<file path="src/rtl/chta_pkg.sv">
// Shared types, field widths and codes for the clustered hash table.
// Used by every module of the block but chta_ram; depends on nothing.
`default_nettype none
package chta_pkg;

   localparam int DEF_CLUSTERS = 16384;
   localparam int DEF_WAYS     = 4;
   localparam int SCORE_OFFSET = 50000;
   localparam int ENTRY_W      = 128;   // data word low, tag word high

   localparam int REQ_TDATA_W  = 144;
   localparam int REQ_TUSER_W  = 2;
   localparam int RSP_TDATA_W  = 72;
   localparam int CSR_ADDR_W   = 2;
   localparam int CSR_DATA_W   = 16;

   localparam logic [1:0] CMD_PROBE = 2'd0;
   localparam logic [1:0] CMD_STORE = 2'd1;
   localparam logic [1:0] CMD_EVAL  = 2'd2;

   localparam logic [CSR_ADDR_W-1:0] CSR_AGE   = 2'd0;
   localparam logic [CSR_ADDR_W-1:0] CSR_EXACT = 2'd1;
   localparam logic [CSR_ADDR_W-1:0] CSR_MATE  = 2'd2;

   localparam logic [15:0] MATE_RESET = 16'd49000;
   localparam logic [15:0] EVAL_NONE  = 16'h8000;
   localparam logic [15:0] EVAL_CLAMP = 16'h8001;

   typedef struct packed {
      logic [1:0]         cmd;
      logic [63:0]        key;
      logic [7:0]         ply;
      logic [7:0]         depth;
      logic signed [16:0] score;
      logic [1:0]         bound_flag;
      logic [23:0]        move_code;
      logic               eval_valid;
      logic signed [15:0] static_eval;
      logic               pv_mark;
   } req_type;

   typedef struct packed {
      logic               hit;
      logic [7:0]         out_depth;
      logic [23:0]        out_move;
      logic signed [16:0] out_score;
      logic [1:0]         out_flag;
      logic               out_eval_valid;
      logic signed [15:0] out_eval;
      logic               out_pv;
   } rsp_type;

   typedef struct packed {
      logic [4:0]  age;
      logic [1:0]  exact_code;
      logic [15:0] mate;
   } cfg_type;

endpackage
`default_nettype wire

</file>
<file path="src/rtl/chta_cluster_eval.sv">
// Read-modify-write logic for one cluster row: match, victim choice, result.
// Depends on chta_pkg.
`default_nettype none
module chta_cluster_eval #(
   parameter int WAYS = chta_pkg::DEF_WAYS
) (
   input  wire logic [WAYS*chta_pkg::ENTRY_W-1:0] row,
   input  wire chta_pkg::req_type                 item,
   input  wire chta_pkg::cfg_type                 cfg,
   output      logic                              wr_en,
   output      logic [WAYS*chta_pkg::ENTRY_W-1:0] new_row,
   output      chta_pkg::rsp_type                 rsp
);
   import chta_pkg::*;

   localparam int WI = (WAYS > 1) ? $clog2(WAYS) : 1;

   logic [63:0]        d_w     [WAYS];
   logic [63:0]        t_w     [WAYS];
   logic [47:0]        fold_w  [WAYS];
   logic               match_w [WAYS];
   logic signed [10:0] val_w   [WAYS];
   logic [4:0]         rel_w   [WAYS];

   logic               any_m;
   logic [WI-1:0]      m_idx;
   logic [WI-1:0]      v_idx;
   logic [WI-1:0]      tgt;
   logic signed [10:0] worst;
   logic [63:0]        md;
   logic [63:0]        mt;
   logic [15:0]        ecode;
   logic [15:0]        ev;
   logic signed [17:0] psc;
   logic signed [17:0] mate18;
   logic signed [18:0] ssc;
   logic signed [18:0] mate19;
   logic               exact;
   logic               weak_st;
   logic               drop;
   logic [63:0]        nd;
   logic [47:0]        nfold;
   logic [63:0]        ntag;
   logic               wr_way;

   always_comb begin
      for (int w = 0; w < WAYS; w++) begin
         d_w[w]    = row[w*ENTRY_W +: 64];
         t_w[w]    = row[w*ENTRY_W+64 +: 64];
         fold_w[w] = d_w[w][47:0] ^ d_w[w][63:16] ^ {16'h0, d_w[w][63:32]}
                     ^ {32'h0, d_w[w][63:48]};
         match_w[w] = (d_w[w] != 64'd0) &&
                      (t_w[w][47:0] == (item.key[47:0] ^ fold_w[w]));
         rel_w[w]  = cfg.age - d_w[w][63:59];
         if (d_w[w] == 64'd0) begin
            val_w[w] = -11'sd1024;
         end else begin
            val_w[w] = $signed({3'b0, d_w[w][31:24]})
                       + ((d_w[w][58:57] == cfg.exact_code) ? 11'sd2 : 11'sd0)
                       - $signed({3'b0, rel_w[w], 3'b0});
         end
      end
   end

   // first matching way, and first way of lowest replacement value
   always_comb begin
      any_m = 1'b0;
      m_idx = '0;
      for (int w = WAYS - 1; w >= 0; w--) begin
         if (match_w[w]) begin
            any_m = 1'b1;
            m_idx = WI'(w);
         end
      end
      worst = 11'sd1023;
      v_idx = '0;
      for (int w = 0; w < WAYS; w++) begin
         if (val_w[w] < worst) begin
            worst = val_w[w];
            v_idx = WI'(w);
         end
      end
   end

   always_comb begin
      md     = d_w[m_idx];
      mt     = t_w[m_idx];
      ecode  = !item.eval_valid ? EVAL_NONE :
               (item.static_eval == EVAL_NONE) ? EVAL_CLAMP : item.static_eval;
      exact  = item.bound_flag == cfg.exact_code;
      weak_st = any_m && !exact && ({2'b0, item.depth} + 10'd2 < {2'b0, md[31:24]});
      tgt    = any_m ? m_idx : v_idx;
      drop   = !any_m && (d_w[v_idx] != 64'd0) && !exact &&
               (worst > $signed({3'b0, item.depth}) + 11'sd2);

      mate18 = $signed({2'b0, cfg.mate});
      psc    = $signed({1'b0, md[56:40]}) - 18'sd50000;
      if (psc < -mate18) begin
         psc = psc + $signed({10'b0, item.ply});
      end
      if (psc > mate18) begin
         psc = psc - $signed({10'b0, item.ply});
      end

      mate19 = $signed({3'b0, cfg.mate});
      ssc    = 19'(item.score);
      if (ssc < -mate19) begin
         ssc = ssc - $signed({11'b0, item.ply});
      end
      if (ssc > mate19) begin
         ssc = ssc + $signed({11'b0, item.ply});
      end
      ssc    = ssc + 19'sd50000;
      nd     = {cfg.age, item.bound_flag, ssc[16:0], 7'b0, item.pv_mark,
                item.depth, item.move_code};
      nfold  = nd[47:0] ^ nd[63:16] ^ {16'h0, nd[63:32]} ^ {32'h0, nd[63:48]};
      ev     = item.eval_valid ? ecode : (any_m ? t_w[tgt][63:48] : EVAL_NONE);
      ntag   = {ev, item.key[47:0] ^ nfold};

      rsp     = '0;
      wr_way  = 1'b0;
      new_row = row;
      unique case (item.cmd)
         CMD_PROBE: begin
            if (any_m) begin
               rsp.hit            = 1'b1;
               rsp.out_depth      = md[31:24];
               rsp.out_move       = md[23:0];
               rsp.out_score      = psc[16:0];
               rsp.out_flag       = md[58:57];
               rsp.out_pv         = md[32];
               rsp.out_eval_valid = mt[63:48] != EVAL_NONE;
               rsp.out_eval       = (mt[63:48] != EVAL_NONE) ? mt[63:48] : 16'd0;
            end
         end
         CMD_EVAL: begin
            if (item.eval_valid && any_m) begin
               rsp.hit = 1'b1;
               wr_way  = 1'b1;
               new_row[m_idx*ENTRY_W+64 +: 64] = {ecode, mt[47:0]};
            end
         end
         CMD_STORE: begin
            if (weak_st) begin
               if (item.eval_valid) begin
                  wr_way = 1'b1;
                  new_row[m_idx*ENTRY_W+64 +: 64] = {ecode, mt[47:0]};
               end
            end else if (!drop) begin
               rsp.hit = 1'b1;
               wr_way  = 1'b1;
               new_row[tgt*ENTRY_W +: ENTRY_W] = {ntag, nd};
            end
         end
         default: ;
      endcase
      wr_en = wr_way;
   end
endmodule
`default_nettype wire

</file>
<file path="config.mk">
export PLATFORM = sky130hd
export DESIGN_NAME = chta_cluster_eval
export DESIGN_NICKNAME = d
export VERILOG_FILES = /design/src/rtl/chta_pkg.sv /design/src/rtl/chta_cluster_eval.sv
export SDC_FILE = /design/constraint.sdc
export NUM_CORES = 2
export LEC_CHECK = 0
export BUFFER_PORTS_ARGS = -buffer_cell sky130_fd_sc_hd__buf_2
export CAP_MARGIN = 20
export CORE_AREA = 2 2 496 498
export DETAILED_ROUTE_END_ITERATION = 8
export DIE_AREA = 0 0 498 500
export SYNTH_ARGS = -nofsm -noshare
export SYNTH_HDL_FRONTEND = slang
export SYNTH_SLANG_ARGS = --single-unit
</file>
<file path="constraint.sdc">
create_clock -name vclk -period 35.7
set_input_delay 3.57 -clock vclk [all_inputs]
set_output_delay 3.57 -clock vclk [all_outputs]
set_load 0.05 [all_outputs]
</file>
* Yosys cells after proc, flatten, opt, wreduce, memory -nomap -nowiden
Index checks and enable logic that the tools add are counted.
Storage, ports and cells: input bits 678, flip-flop bits (word level) 0, logic and storage cells 161
Operators by class: muxes and demuxes 61, bitwise logic cells 23, add/subtract/negate cells 25, equality and inequality tests 13, reductions and logical operators 22, $lt $le $gt $ge 13, shift operators 4
Operators by type and width (count):
- 512-bit 2-to-1 mux | 4
- 512-bit bitwise mux | 2
- 512-bit one-hot mux with 2 select lines | 1
- 64-bit binary-select mux with 2-bit select | 4
- 128-bit by 34-bit variable shift with 512-bit output (first input constant) | 1
- 64-bit by 34-bit variable shift with 512-bit output (first input constant) | 1
- 128-bit by 34-bit indexed part select with 512-bit output | 1
- 64-bit by 34-bit indexed part select with 512-bit output | 1
- 48-bit XOR | 10
- 64-bit 2-to-1 mux | 6
- 64-bit nonzero test | 5
- 64-bit logical NOT | 4
- 48-bit by 16-bit XOR with 48-bit output | 5
- 48-bit by 32-bit XOR with 48-bit output | 5
- 48-bit equality test | 4
- 59-bit 2-to-1 mux | 2
- 11-bit 2-to-1 mux | 8
- 16-bit 2-to-1 mux | 5
- 70-bit 2-to-1 mux | 1
- 69-bit 2-to-1 mux | 1
- 9-bit by 8-bit subtractor with 10-bit output | 4
- 8-bit by 2-bit adder with 9-bit output | 4
- 17-bit 2-to-1 mux | 2
- 10-bit negation with 34-bit output | 1
- 36 further kinds | 79

* Longest topological paths before layout
depth after elaboration 25, mapped depth 71, mapped depth without buffers 63

* Worst setup path before layout
Ideal clock, no wire load.
path type input-to-output, start input port cfg[18] (netlist bit), end output port new_row[192] (netlist bit), stages 65, arrival time 15.560 ns, path buffers 8, required time 32.130 ns, slack 16.570 ns, cells stage by stage inv_1 ha_1 inv_1 fa_1 inv_1 ha_1 ha_1 a21o_1 a21o_1 a21oi_1 nor2_1 or3_1 a21oi_1 ha_1 a21oi_1 nor2b_1 o22ai_1 clkbuf_1 [29 not listed] ha_1 nor2b_1 o21a_1 o21a_1 o21ai_0 nand2b_1 a21oi_1 o21ai_0 o31a_1 inv_1 a2111oi_0 a31oi_1 and3_1 clkbuf_1 nand4_1 clkbuf_1 clkbuf_1 o21ai_0
On the way: longest elaborated chain between the ends 23, elaborated cells on any way between the ends 50
Ends and longest elaborated chain:
- start: declaration | RTL line chta_cluster_eval.sv:9 | input wire chta_pkg::cfg_type cfg,
- 5-bit subtractor | RTL line chta_cluster_eval.sv:54 | rel_w[w] = cfg.age - d_w[w][63:59];
- 9-bit by 8-bit subtractor with 10-bit output | RTL line chta_cluster_eval.sv:60 | - $signed({3'b0, rel_w[w], 3'b0});
- 11-bit 2-to-1 mux | RTL line chta_cluster_eval.sv:55 | if (d_w[w] == 64'd0) begin
- 11-bit < comparator | RTL line chta_cluster_eval.sv:78 | if (val_w[w] < worst) begin
- 11-bit 2-to-1 mux | RTL line chta_cluster_eval.sv:78
- 11-bit < comparator | RTL line chta_cluster_eval.sv:78
- 11-bit 2-to-1 mux | RTL line chta_cluster_eval.sv:78
- 11-bit < comparator | RTL line chta_cluster_eval.sv:78
- [5 not listed]
- 64-bit binary-select mux with 2-bit select | RTL line chta_cluster_eval.sv:117 | ev = item.eval_valid ? ecode : (any_m ? t_w[tgt][63:48] : EVAL_NONE);
- 64-bit 2-to-1 mux (implied by the code) (2 in series) | RTL line chta_cluster_eval.sv:117
- 16-bit 2-to-1 mux (2 in series) | RTL line chta_cluster_eval.sv:117
- 128-bit by 34-bit indexed part select with 512-bit output | RTL line chta_cluster_eval.sv:152 | new_row[tgt*ENTRY_W +: ENTRY_W] = {ntag, nd};
- 512-bit bitwise mux | RTL line chta_cluster_eval.sv:152
- 512-bit 2-to-1 mux (*) | RTL line chta_cluster_eval.sv:149 | end else if (!drop) begin
- 512-bit 2-to-1 mux (*) | RTL line chta_cluster_eval.sv:144 | if (weak_st) begin
- 512-bit one-hot mux with 2 select lines (*) | RTL line chta_cluster_eval.sv:123 | unique case (item.cmd)
- end: declaration | RTL line chta_cluster_eval.sv:11 | output logic [WAYS*chta_pkg::ENTRY_W-1:0] new_row,
Every way passes the cells marked *; elsewhere a longest branch is shown, timed or not. The select of a mux whose other input is x is not followed.

* Final worst setup path
start input port row[58] (netlist bit), end output port new_row[208] (netlist bit)
On the way: longest elaborated chain between the ends 25, elaborated cells on any way between the ends 68
Ends and longest elaborated chain:
- start: declaration | RTL line chta_cluster_eval.sv:7 | input wire logic [WAYS*chta_pkg::ENTRY_W-1:0] row,
- 2-bit equality test | RTL line chta_cluster_eval.sv:59 | + ((d_w[w][58:57] == cfg.exact_code) ? 11'sd2 : 11'sd0)
- 2-bit 2-to-1 mux | RTL line chta_cluster_eval.sv:59
- 8-bit by 2-bit adder with 9-bit output | RTL line chta_cluster_eval.sv:59
- 9-bit by 8-bit subtractor with 10-bit output | RTL line chta_cluster_eval.sv:60
- 11-bit 2-to-1 mux | RTL line chta_cluster_eval.sv:55
- 11-bit < comparator | RTL line chta_cluster_eval.sv:78
- 11-bit 2-to-1 mux | RTL line chta_cluster_eval.sv:78
- 11-bit < comparator | RTL line chta_cluster_eval.sv:78
- [7 not listed]
- 64-bit binary-select mux with 2-bit select | RTL line chta_cluster_eval.sv:117
- 64-bit 2-to-1 mux (implied by the code) (2 in series) | RTL line chta_cluster_eval.sv:117
- 16-bit 2-to-1 mux (2 in series) | RTL line chta_cluster_eval.sv:117
- 128-bit by 34-bit indexed part select with 512-bit output | RTL line chta_cluster_eval.sv:152
- 512-bit bitwise mux | RTL line chta_cluster_eval.sv:152
- 512-bit 2-to-1 mux | RTL line chta_cluster_eval.sv:149
- 512-bit 2-to-1 mux | RTL line chta_cluster_eval.sv:144
- 512-bit one-hot mux with 2 select lines (*) | RTL line chta_cluster_eval.sv:123
Marked as above.

==> flow_summary_export.csv <==
group,metric,value,unit
status,status,"finished clean",
routing,drc,0,
cells_and_area,register_area,0,um^2
timing,hold_viol_final,0,
routing,drtIter0Drc,5817,
cells_and_area,multi_input_area,26600,um^2
routing,dr.pass1.iters,6,
cells_and_area,final_cell_area,38500,um^2
synthesis,postSynthAreaPerCell,7.03,um^2
timing,maxSlewHeadroom,0.112,
cells_and_area,seq_cells,0,
synthesis,netlist_area,28000,um^2
timing,post-route-worst-setup-slack,14.00,ns
synthesis,yosysWarnings,0,
timing,rsz0062_at_grt,"false",
setup_path,end_kind,"output port",
timing,setup_viol,0,
timing,finalMaxSlewViolations,0,
setup_path,required,32.13,ns
synthesis,synth_top_cell_area_share,0.142,
floorplanning,num_rows,182,
routing,postRouteAntennaNets,0,
routing,viasPerCell,5.06,
timing,fin_crit,21.70,ns
floorplanning,die_height,500,um
grt,overflow,0,
synthesis,synth_most_common_cell,"xnor2_1",
grt,grtUsageTotal,0.302,
min_path,hp-class,"in -> out",
cells_and_area,drive_above_1_share,0.287,
routing,drt-wirelength-per-cell,47.2,um
setup_path,crit_path_start_kind,"input port",
synthesis,synth_nets,4900,
timing,holdWs,7.58,ns
placement,place_congestion,1.02,
grt,grt_pass1_wl,477,mm
setup_path,worstSetupPathType,"in -> out",
floorplanning,coreArea,244000,um^2
routing,routed_wl,396,mm
grt,grt_max_degree,79,
timing,fmax,46.1,MHz
synthesis,yosysTopAreaCell,"xnor2_1",
timing,finalSetupTns,0,ns
floorplanning,dieArea,249000,um^2
grt,grt_pass1_vias,37939,
placement,dpl_worst_slack,14.43,ns
min_path,whs_path_depth,4,
setup_path,cp.buffers_inverters,11,
cells_and_area,syn_to_final_growth,37.6,%
synthesis,synth_cell_type_count,92,
cells_and_area,fin_nets,5947,
setup_path,cp_num_cells,62,
setup_path,slowest_delay,0.77,ns
timing,period_share,0.608,
grt,antenna_found_initial,308,
cells_and_area,num-fill-cells,28551,
placement,dpl-instance-area,38100,um^2
floorplanning,initial_core_util,0.115,
flow_run,cap_viol_max_count,0,
setup_path,critical-path-slowest-cell,"buf_4",
floorplanning,die_w,498,um
setup_path,critPathArrivalTime,18.13,ns
placement,place_hpwl,341,mm
synthesis,synthTopCellsByArea,"xnor2_1, ha_1, a22o_1",
clocking,cts_resized,0,
setup_path,path_max_fanout,64,
routing,num_vias,42507,
synthesis,synth_cells,3985,
placement,io_buffers,1245,
synthesis,synth-seq-area-share,0,
clocking,post_cts_buffers,0,
cells_and_area,clkbuf_count,0,
clocking,ctsHoldBuffers,0,
floorplanning,io_pins,1261,
timing,worstMarginPinSlew,1.32,ns
setup_path,path_delay_family,"compound AO/OA/AOI/OAI gates",
synthesis,yosys-top-cells-count,"xnor2_1, o21ai_0, nand2_1",
-- logic make-up after synthesis --
group                      synth area share
and+or+nand+nor                       0.226
xor gates and xnor gates              0.276
muxes                                0.0152
buffers and inverters                0.0610
AOI/OAI and AO/OA                     0.311
adders and majority gates             0.110
-- worst min-delay path: stages --
cell and delay (ns):
buf_2 0.12, nand2_1 0.05, o21ai_0 0.06, buf_2 0.21
-- layout make-up --
class | count | area share
Tap cell | 3220 | 0.105
Multi-Input combinational cell | 3537 | 0.690
Antenna cell | 147 | 0.00955
Inverter | 147 | 0.0143
Timing Repair Buffer | 1346 | 0.182
-- cell usage in the layout, fill, tap and decap left out, drive strengths merged, types with 40 or more instances in the layout --
cell type	count
o22ai	66
a22o	267
ha	221
a21oi	141
nor3	80
xor2	154
nand4	74
nor4	140
diode	147
nor2	317
a221oi	42
nor2b	40
inv	147
a221o	62
nand3	50
nand2	357
buf	1345
xnor3	94
xnor2	457
a21o	83
o21ai	432
-- routing by layer --
metal  track usage  wire, um  share of wire  up-vias
met5             0       485         0.0012        -
met4         0.272     44200           0.11       74
met3         0.101     40200           0.10     1151
met2         0.479    175000           0.44     3640
met1         0.318    137000           0.35    20659
li1              -         -              -    16983
-- worst paths after layout --
| path | startpoint | endpoint | slack [ns] |
|---|---|---|---|
| setup / recovery | row[58] | new_row[208] | 14.00 |
| hold / removal | row[353] | new_row[353] | 7.58 |
-- stage by stage --
| stage | utilization | instances |
|---|---|---|
| finish | 0.158 | 8397 |
| global route | 0.157 | 8325 |
| CTS | 0.156 | 8243 |
| detailed placement | 0.156 | 8243 |
| global placement | 0.156 | 8240 |
| floorplan | - | 3985 |
