--- src/rtl/chta_ram.sv ---
// Generic single-write, single-read synchronous RAM with registered read.
// No dependencies.
`default_nettype none
module chta_ram #(
   parameter int WIDTH = 8,
   parameter int DEPTH = 16
) (
   input  wire logic                     clock,
   input  wire logic                     we,
   input  wire logic [$clog2(DEPTH)-1:0] waddr,
   input  wire logic [WIDTH-1:0]         wdata,
   input  wire logic                     re,
   input  wire logic [$clog2(DEPTH)-1:0] raddr,
   output      logic [WIDTH-1:0]         rdata
);
   logic [WIDTH-1:0] mem [DEPTH];

   always_ff @(posedge clock) begin
      if (we) begin
         mem[waddr] <= wdata;
      end
      if (re) begin
         rdata <= mem[raddr];
      end
   end
endmodule
`default_nettype wire

--- config.mk ---
export PLATFORM = sky130hd
export DESIGN_NAME = chta_ram
export DESIGN_NICKNAME = d
export VERILOG_FILES = /design/src/rtl/chta_ram.sv
export SDC_FILE = /design/constraint.sdc
export NUM_CORES = 1
export LEC_CHECK = 0
export BUFFER_PORTS_ARGS = -buffer_cell sky130_fd_sc_hd__buf_2
export CAP_MARGIN = 20
export CORE_ASPECT_RATIO = 0.6
export CORE_MARGIN = 2
export CORE_UTILIZATION = 40
export CTS_BUF_LIST = sky130_fd_sc_hd__clkbuf_8 sky130_fd_sc_hd__clkbuf_16
export DETAILED_ROUTE_END_ITERATION = 10
export SLEW_MARGIN = 30
export SYNTH_ARGS = -nofsm -noshare
export SYNTH_HDL_FRONTEND = slang
export SYNTH_SLANG_ARGS = --single-unit
--- constraint.sdc ---
create_clock -name clock -period 1.6 [get_ports clock]
set_input_delay 0.08 -clock clock [delete_from_list [all_inputs] [get_ports clock]]
set_output_delay 0.08 -clock clock [all_outputs]
set_load 0.01 [all_outputs]
Yosys cells after proc, flatten, opt, wreduce, memory -nomap -nowiden
Memory sizes are Yosys's and may differ from the RTL's. A register that Yosys moved wholly into a read port is not among the register bits.
Cells that the tools add are included.
{"block": "op_classes", "n_mux": 2}
{"op": "$mux 1", "n": 2}
{"block": "word_totals", "regBits": 0, "ram_bits": 128, "inputBits": 19, "elab_cells": 3, "n_memories": 1}
{"name": "mem", "depth": 16, "word_bits": 8, "read_ports": 1, "rd_ports_with_merged_regs": 1, "write_ports": 1, "line_no": "16", "rtl": "logic [WIDTH-1:0] mem [DEPTH];"}

Logic depth before layout (Yosys ltp)
Gate-level depths: netlist (run 1).
{"block": "depth", "depth_word": 2, "ltp_mapped": 5, "ltp_nobuf": 3}

Worst setup path before layout (run 1)
OpenSTA, ideal clock, no wires.
{"block": "synth_timing", "path_type": "input to register", "start": "input port waddr[2]", "end": "memory mem[0][0], enable pin", "setup_ns": 0.383, "arrival_time_ns": 1.190, "slack_ns": 0.027, "stages": 2, "path_cell_list": "or3b_2 -> nor3_1"}
{"element": "from (decl)", "line_no": "10", "rtl": "input wire logic [$clog2(DEPTH)-1:0] waddr,"}
{"element": "to (decl)", "line_no": "16"}
Straight into the memory's write port.

==> metrics, run 1 <==
number of fill cells=1061; R2R Path Start=mem[11][0]; Num CTS Buffers=17; Overall Power=8.28 mW; Die ar.=14000 um^2; cell-internal power=6.60 mW; gpl congestion=0.793; Syn Area/Cell=22.8 um^2; Worst Hold Endpoint=mem[12][0]; CTS root buf=clkbuf_16; Post-Syn Instances=229; Core Util, Final=0.492; Layout area overhead=20.7%; Pleak=2.14 nW; antenna-violating nets left=0; Inserted Diodes=0; Post-synth top cells=edfxtp_1, mux4_2, a22oi_1; Worst slew margin=0.522; max-cap viol count=0; Hold Buf Count CTS=0; Area after DPL=5720 um^2; Worst-path clk slew=0.06 ns; Vias per Instance=5.37; EDFF count, synth=136; top_reg_cell synth=edfxtp_1; grt total ovfl=0; synthesized cell area=5230 um^2; DP Cell Count=440; Hold Slack=0.0441 ns; PortBufs=26; core area=12800 um^2; Clk pwr share=0.465; Final #Nets=308; Post-Place Worst Slack=0.0127 ns; DRT Pass-1 Iters=4; post-CTS sizing=0; sequential power share=0.488; Fin Setup TNS=0 ns; HP Class=in2reg; Final Hold Viols=0; cell taking the most area after synthesis=edfxtp_1; FF-to-FF setup slack=0.16 ns; Slew @ Worst Pin=0.715 ns; Non-Filler Cell Area, Final=6310 um^2; FF+latch count, synth=136; CTS sink cnt=136; vias post-DR=2533; share of cells above drive strength 1=0.325; Clock Skews=0.00686 ns; DRT iter0 DRCs=203; RSZ-0062 raised after global routing=false; post-synthesis sequential area ratio=0.781; I/O pins=27; Period minus WS final=1.44 ns; Worst EP required=1.75 ns; WS Path Type=reg2reg; CP arrival=1.60 ns; setup bufs post-CTS=0; final setup fails=0; Pins Over Slew Limit=0; status=completed; DR DRC count=0; final period utilization=0.902; Post-synth ARST share=0; Worst-Skew Late Latency=0.41 ns; global-route usage over all layers=0.163; die width=152 um; Routed WL=10700 um; largest net degree at the start of global routing=33; combinational power share=0.047; Setup crit start kind=flop; Yosys top cell area share=0.781; hold depth=1; first-pass GRT wire length=15600 um; fin cells=472; net count after synthesis=248; vias in the first global route=2515; HP Start=wdata[0]; CP endpoint kind=flop; DR WL/cell=22.6 um; Unique masters post-synth=18; die height=92.6 um; Sw Share=0.202; H-tree depth=4; Final WS setup=0.157 ns; post-DP HPWL=7070 um; reg2reg path depth=3; switching power=1.68 mW; synth top area cells=edfxtp_1, mux4_2, mux4_1, a22oi_1, nor2_1; FP Rows=32; initial core utilization=0.408; Synthesis Warnings=0; Max Root-Sink Buffers=2; crit-path max FO=1; top-count cell post-synth=edfxtp_1; Worst VDD drop=0.779 mV; r2r endpoint=rdata[0]; fmax=693 MHz; CTS tree=built; Power Dens Cells=1310 nW/um^2; initial antenna violation count=0
[routing by layer]
metal / GRT usage / part of all wire / vias up
met5: 0 / 0 / -
met4: 0.0532 / 0.012 / 0
met3: 0.0473 / 0.067 / 14
met2: 0.213 / 0.42 / 79
met1: 0.261 / 0.50 / 1337
li1: - / - / 1103
[layout by cell type, fill, tap and decap left out, types with 2 or more instances in the layout]
cell type and count:
clkinv_4 2, clkinv_1 4, a22oi_1 16, nor2_1 13, buf_4 21, buf_12 4, nand2_1 9, edfxtp_1 136
mux4_2 18, nand2b_1 2, buf_2 26, nand3b_1 2, clkbuf_16 17, mux4_1 14, bufinv_16 3, clkinv_2 3
clkinvlp_4 3, nor3_1 4
[worst max-delay path: stages, from the launching register on]
cell      delay, ns
edfxtp_1       0.36
mux4_2         0.48
a22oi_1        0.24
nand2_1        0.10
[worst max-delay path by stage]
stage / from / end / slack [ns] / depth (start not counted)
final: mem[11][0] / rdata[0] / 0.16 / 3
after global placement: raddr[0] / rdata[4] / -0.0001 / 5
after global routing: mem[11][0] / rdata[0] / 0.10 / 3
after floorplan: waddr[2] / mem[0][0] / 0.03 / 2
after CTS: mem[11][0] / rdata[0] / 0.14 / 3
after detailed placement: raddr[0] / rdata[7] / 0.01 / 5
[cells by family (layout without fill, tap and decap cells)]
kind of cell / count (synthesis) / count (layout) / synth area share
DFF: 136 / 136 / 0.781
and+or+nand+nor: 35 / 35 / 0.0314
muxes: 32 / 32 / 0.148
AOI/OAI and AO/OA: 16 / 16 / 0.0230
buffers and inverters: 10 / 83 / 0.0165
[flip-flops by register name, indices dropped and copies added, names as in the netlist]
name / count
rdata: 8
mem: 128
[layout make-up]
class,instances,area [um^2],share of cell area
clock buffer,17,425,0.0674
tap,170,213,0.0337
sequential,136,4080,0.647
timing repair buffer,51,368,0.0583
clock inverter,15,160,0.0254
multi-input combinational,83,1060,0.168
[power groups by stage]
stage | clock [mW] | sequential (mW) | combinational (mW)
after floorplan | 0 | 4.11 | 0.203
after global placement | 0 | 4.11 | 0.383
after detailed placement | 0 | 4.11 | 0.393
after CTS | 3.91 | 4.04 | 0.393
after global routing | 4.07 | 4.05 | 0.420
final | 3.85 | 4.04 | 0.389
Note: power is estimated with default switching activity, not from simulation.
==> run 2: changes to the inputs <==
--- a/config.mk
+++ b/config.mk
@@ -8,7 +8,6 @@
 export BUFFER_PORTS_ARGS = -buffer_cell sky130_fd_sc_hd__buf_2
 export CAP_MARGIN = 20
 export CORE_ASPECT_RATIO = 0.6
-export CORE_MARGIN = 2
 export CORE_UTILIZATION = 40
 export CTS_BUF_LIST = sky130_fd_sc_hd__clkbuf_8 sky130_fd_sc_hd__clkbuf_16
 export DETAILED_ROUTE_END_ITERATION = 10
==> metrics, run 2 (synthesis results as in run 1) <==
CP arrival=1.61 ns (about the same); RSZ-0062 raised after global routing=false; Die ar.=13500 um^2 (-3.5%); largest net degree at the start of global routing=33 (unchanged); DR DRC count=0 (unchanged); M2 GR Usage=0.230 (+0.0173); Crit path max-delay family=multiplexers; final period utilization=0.913 (+0.0115); antenna-violating nets left=0 (unchanged); die width=150 um (-1.3%); DRT iter0 DRCs=214 (+5.4%); met3 GRT Util=0.0475 (+0.000184); PortBufs=26 (unchanged); Buf+Inv Stages, Crit Path=0 (unchanged); WS Path Type=reg2reg; Setup crit start kind=flop; combinational power share=0.048 (about the same); CTS tree=built; crit-path max cell delay=0.57 ns (+0.09 ns); Worst Setup EP=rdata[0]; Sw Share=0.200 (-0.00191); switching power=1.66 mW (-1.1%); Period minus WS final=1.46 ns (+0.0184 ns); max-cap viol count=0 (unchanged); Routed WL=10800 um (+1.4%); grt total ovfl=0 (unchanged); post-DP HPWL=7210 um (+2.0%); Worst VDD drop=0.628 mV (-19%); setup bufs post-CTS=0 (unchanged); Crit path depth=3 (unchanged); HP Class=in2reg; commonest non-fill, non-tap cells in the layout=edfxtp_1, buf_2, buf_4; met1 track demand over resource=0.283 (+0.0226); die height=90.6 um (-2.2%); Hold Slack=0.0582 ns (+0.0142 ns); Final Hold Viols=0 (unchanged); global-route usage over all layers=0.177 (+0.0140); Pins Over Slew Limit=0 (unchanged); post-CTS sizing=0 (unchanged); Worst slew margin=0.715 (+0.193); Vias per Instance=5.36 (-0.13%); initial core utilization=0.421 (+0.0132); R2R Path Start=mem[5][0]; share of cells above drive strength 1=0.334 (+0.00992); DR WL/cell=23.0 um (+1.8%); DRT Pass-1 Iters=5 (+1); core area=12400 um^2 (-3.1%); Max Root-Sink Buffers=2 (unchanged); status=completed; Clk pwr share=0.463 (-0.002); Worst EP required=1.75 ns (about the same); Largest regs=mem: 128 flops, rdata: 8 flops; cell-internal power=6.61 mW (about the same); CTS sink cnt=136 (unchanged); H-tree depth=4 (unchanged); r2r endpoint=rdata[0]; vias in the first global route=2532 (+0.68%); Inserted Diodes=0 (unchanged); crit-path max FO=1 (unchanged); CP Cell Sequence=mux4_1 -> a22oi_1 -> nand2_1; vias post-DR=2519 (-0.55%); reg2reg path depth=3 (unchanged); Num CTS Buffers=17 (unchanged); Pleak=2.16 nW (+0.79%); Worst-Skew Late Latency=0.41 ns (about the same); Worst-path clk slew=0.06 ns (about the same); I/O pins=27 (unchanged); most common cell after layout, fill and taps aside=edfxtp_1; Slew @ Worst Pin=0.427 ns (-0.288 ns); sequential power share=0.489 (about the same); FF-to-FF setup slack=0.14 ns (-0.02 ns); final setup fails=0 (unchanged); crit path launch=mem[5][0]; Hold Buf Count CTS=0 (unchanged); Layout area overhead=20.8% (about the same); first-pass GRT wire length=16200 um (+3.7%); Crit-path slowest cell=mux4_1; Overall Power=8.26 mW (-0.17%); fmax=684 MHz (-1.3%); FP Rows=31 (-3.1%); CP endpoint kind=flop; initial antenna violation count=0 (unchanged); Final #Nets=311 (+0.97%); Power Dens Cells=1310 nW/um^2 (-0.25%); CTS root buf=clkbuf_16; Top Usage Layer GRT=met1; gpl congestion=0.739 (-6.8%); max FFs per register=128 (unchanged); Clock Skews=0.0145 ns (+0.00765 ns); Top reg by flops=mem
==> run 2: changes by cell type in the layout (fill, tap and decap cells not counted) <==
| cell | delta |
|---|---|
| clkinv_2 | +1 |
| buf_12 | -1 |
| clkinv_1 | -2 |
| inv_1 | +1 |
| buf_4 | +4 |
==> run 2: cell type report <==
class                      instances  area, um^2
clock buffer                      17         425
timing repair buffer              54         378
tap                              165         206
clock inverter                    15         161
multi-input combinational         83        1060
sequential                       136        4080
fill                            1047        6100
==> run 2: stage by stage <==
step | util | TNS [ns] | setup WS, ns | cell area (um^2) | instances
after global routing | 0.509 | 0 | 0.0726 | 6310 | 470
after detailed placement | 0.461 | -0.111 | -0.0601 | 5730 | 438
after global placement | 0.461 | -0.0496 | -0.0204 | 5730 | 438
final | 0.509 | 0 | 0.138 | 6310 | 470
after floorplan | - | 0 | 0.0271 | 5230 | 229
after CTS | 0.509 | 0 | 0.112 | 6310 | 470
==> run 2: power groups by stage <==
stage / registers (mW) / logic, mW / clock network, mW
floorplan: 4.11 / 0.203 / 0
global placement: 4.11 / 0.389 / 0
detailed placement: 4.11 / 0.398 / 0
CTS: 4.04 / 0.401 / 3.91
global route: 4.04 / 0.431 / 4.05
finish: 4.04 / 0.397 / 3.83
==> run 2: worst min-delay path by stage <==
stage	cells after the start	to	from
6_report	1	mem[4][5]	wdata[5]
5_1_grt	1	rdata[7]	re
4_1_cts	1	rdata[7]	re
3_3_place_gp	1	rdata[1]	re
3_5_place_dp	1	rdata[1]	re
2_1_floorplan	0	mem[0][0]	wdata[0]
==> run 2: worst register-to-register path, cell delays in order, from the launching register on <==
cell and delay, ns:
edfxtp_1 0.35, mux4_1 0.57, a22oi_1 0.19, nand2_1 0.09
==> run 2: routing by layer <==
layer | share of wire | wire, um | vias to the layer above
li1 | - | - | 1105
met3 | 0.088 | 952 | 2
met5 | 0 | 0 | -
met1 | 0.48 | 5200 | 1317
met2 | 0.43 | 4630 | 95
met4 | 0.0022 | 24 | 0
==> run 3: changes to the inputs <==
--- a/config.mk
+++ b/config.mk
@@ -11,7 +11,8 @@
 export CORE_UTILIZATION = 40
 export CTS_BUF_LIST = sky130_fd_sc_hd__clkbuf_8 sky130_fd_sc_hd__clkbuf_16
 export DETAILED_ROUTE_END_ITERATION = 10
-export SLEW_MARGIN = 30
+export PLACE_DENSITY = 0.57
+export SLEW_MARGIN = 20
 export SYNTH_ARGS = -nofsm -noshare
 export SYNTH_HDL_FRONTEND = slang
 export SYNTH_SLANG_ARGS = --single-unit
==> metrics, run 3 (synthesis results as in run 1) <==
status=completed; Top reg by flops=mem; DR DRC count=0 (unchanged); FF/Latch Area=4080 um^2 (unchanged); die height=90.6 um (unchanged); post-DP HPWL=7140 um (-0.92%); Max Root-Sink Buffers=2 (unchanged); Worst-Skew Late Latency=0.41 ns (about the same); Vias per Instance=5.35 (-0.24%); PortBufs=26 (unchanged); Worst slew margin=0.490 (-0.225); Non-Filler Cell Area, Final=6350 um^2 (+0.67%); RSZ-0062 raised after global routing=false; DRT iter0 DRCs=220 (+2.8%); DR WL met3=1240 um (+30%); Final Hold Viols=0 (unchanged); I/O pins=27 (unchanged); Final WS setup=0.0660 ns (-0.0725 ns); hold depth=1 (unchanged); Largest regs=mem: 128 flops, rdata: 8 flops; Core Util, Final=0.512 (+0.00343); most common cell after layout, fill and taps aside=edfxtp_1; fin cells=476 (+1.3%); setup bufs post-CTS=0 (unchanged); WL met1=5030 um (-3.2%); Fin Setup TNS=0 ns (unchanged); DRT Pass-1 Iters=4 (-1); DR WL/cell=22.8 um (-0.73%); H-tree depth=4 (unchanged); Final #Nets=317 (+1.9%); HP Class=in2reg; CP endpoint kind=flop; final period utilization=0.959 (+0.0453); DP Cell Count=444 (+1.4%); share of cells above drive strength 1=0.350 (+0.0161); final setup fails=0 (unchanged); Slew @ Worst Pin=0.764 ns (+0.336 ns); Clock Skews=0.0122 ns (-0.00227 ns); Die ar.=13500 um^2 (unchanged); Routed WL=10900 um (+0.54%); Pins Over Slew Limit=0 (unchanged); Period minus WS final=1.53 ns (+0.0725 ns); vias in the first global route=2590 (+2.3%); CP arrival=1.66 ns (+0.05 ns); met2 WL=4510 um (-2.6%); die width=150 um (unchanged); Pleak=2.18 nW (+1.3%); WS Path Type=reg2reg; multi-input combinational cell area=1060 um^2 (unchanged); Hold Slack=0.0417 ns (-0.0165 ns); initial core utilization=0.421 (unchanged); Post-Place Worst Slack=-0.111 ns (-0.0514 ns); grt total ovfl=0 (unchanged); fmax=652 MHz (-4.7%); CTS root buf=clkbuf_16; Num CTS Buffers=17 (unchanged); first-pass GRT wire length=16300 um (+0.47%); crit-path max FO=1 (unchanged); FP Rows=31 (unchanged); global-route usage over all layers=0.177 (-0.000866); CTS tree=built; reg2reg path depth=3 (unchanged); Inserted Diodes=0 (unchanged); top sig layer=met4; antenna-violating nets left=0 (unchanged); number of fill cells=999 (-4.6%); Worst EP required=1.73 ns (-0.02 ns); Worst-path clk slew=0.06 ns (about the same); core area=12400 um^2 (unchanged); largest net degree at the start of global routing=31 (-6.1%); Setup crit start kind=flop; Layout area overhead=21.6%; post-CTS sizing=0 (unchanged); max-cap viol count=0 (unchanged); Power Dens Cells=1300 nW/um^2 (-0.41%); Worst VDD drop=0.639 mV (+1.7%); initial antenna violation count=0 (unchanged); gpl congestion=0.766 (+3.6%); Overall Power=8.29 mW (+0.27%); commonest non-fill, non-tap cells in the layout=edfxtp_1, buf_4, buf_2; max FFs per register=128 (unchanged); Area after DPL=5770 um^2 (+0.79%); CTS sink cnt=136 (unchanged); Hold Buf Count CTS=0 (unchanged); vias post-DR=2545 (+1.0%)
## run 3: final timing paths
path              startpoint  endpoint  slack, ns
setup / recovery   mem[3][4]  rdata[4]       0.07
setup reg to reg   mem[3][4]  rdata[4]       0.07
hold / removal            re  rdata[4]       0.04
hold reg to reg    mem[7][3]  rdata[3]       0.76
## run 3: layout make-up
class                      count  area share
clock buffer                  17      0.0669
clock inverter                15      0.0250
multi-input combinational     83       0.166
sequential                   136       0.643
tap                          165      0.0325
timing repair buffer          60      0.0665
## run 3: worst max-delay path: stages, from the launching register on
cell and delay, ns:
edfxtp_1 0.37, mux4_2 0.49, a22oi_1 0.23, nand2_1 0.16
## run 3: where the power goes
| group | internal (mW) | switching [mW] | total, mW |
|---|---|---|---|
| sequential | 4.02 | 0.0203 | 4.04 |
| clock | 2.42 | 1.41 | 3.84 |
| combinational | 0.179 | 0.235 | 0.414 |
## run 3: layer usage
| layer | GRT usage | vias up |
|---|---|---|
| met3 | 0.0621 | 9 |
| met5 | 0 | - |
| met1 | 0.271 | 1310 |
| met4 | 0.0595 | 0 |
| li1 | - | 1122 |
| met2 | 0.230 | 104 |
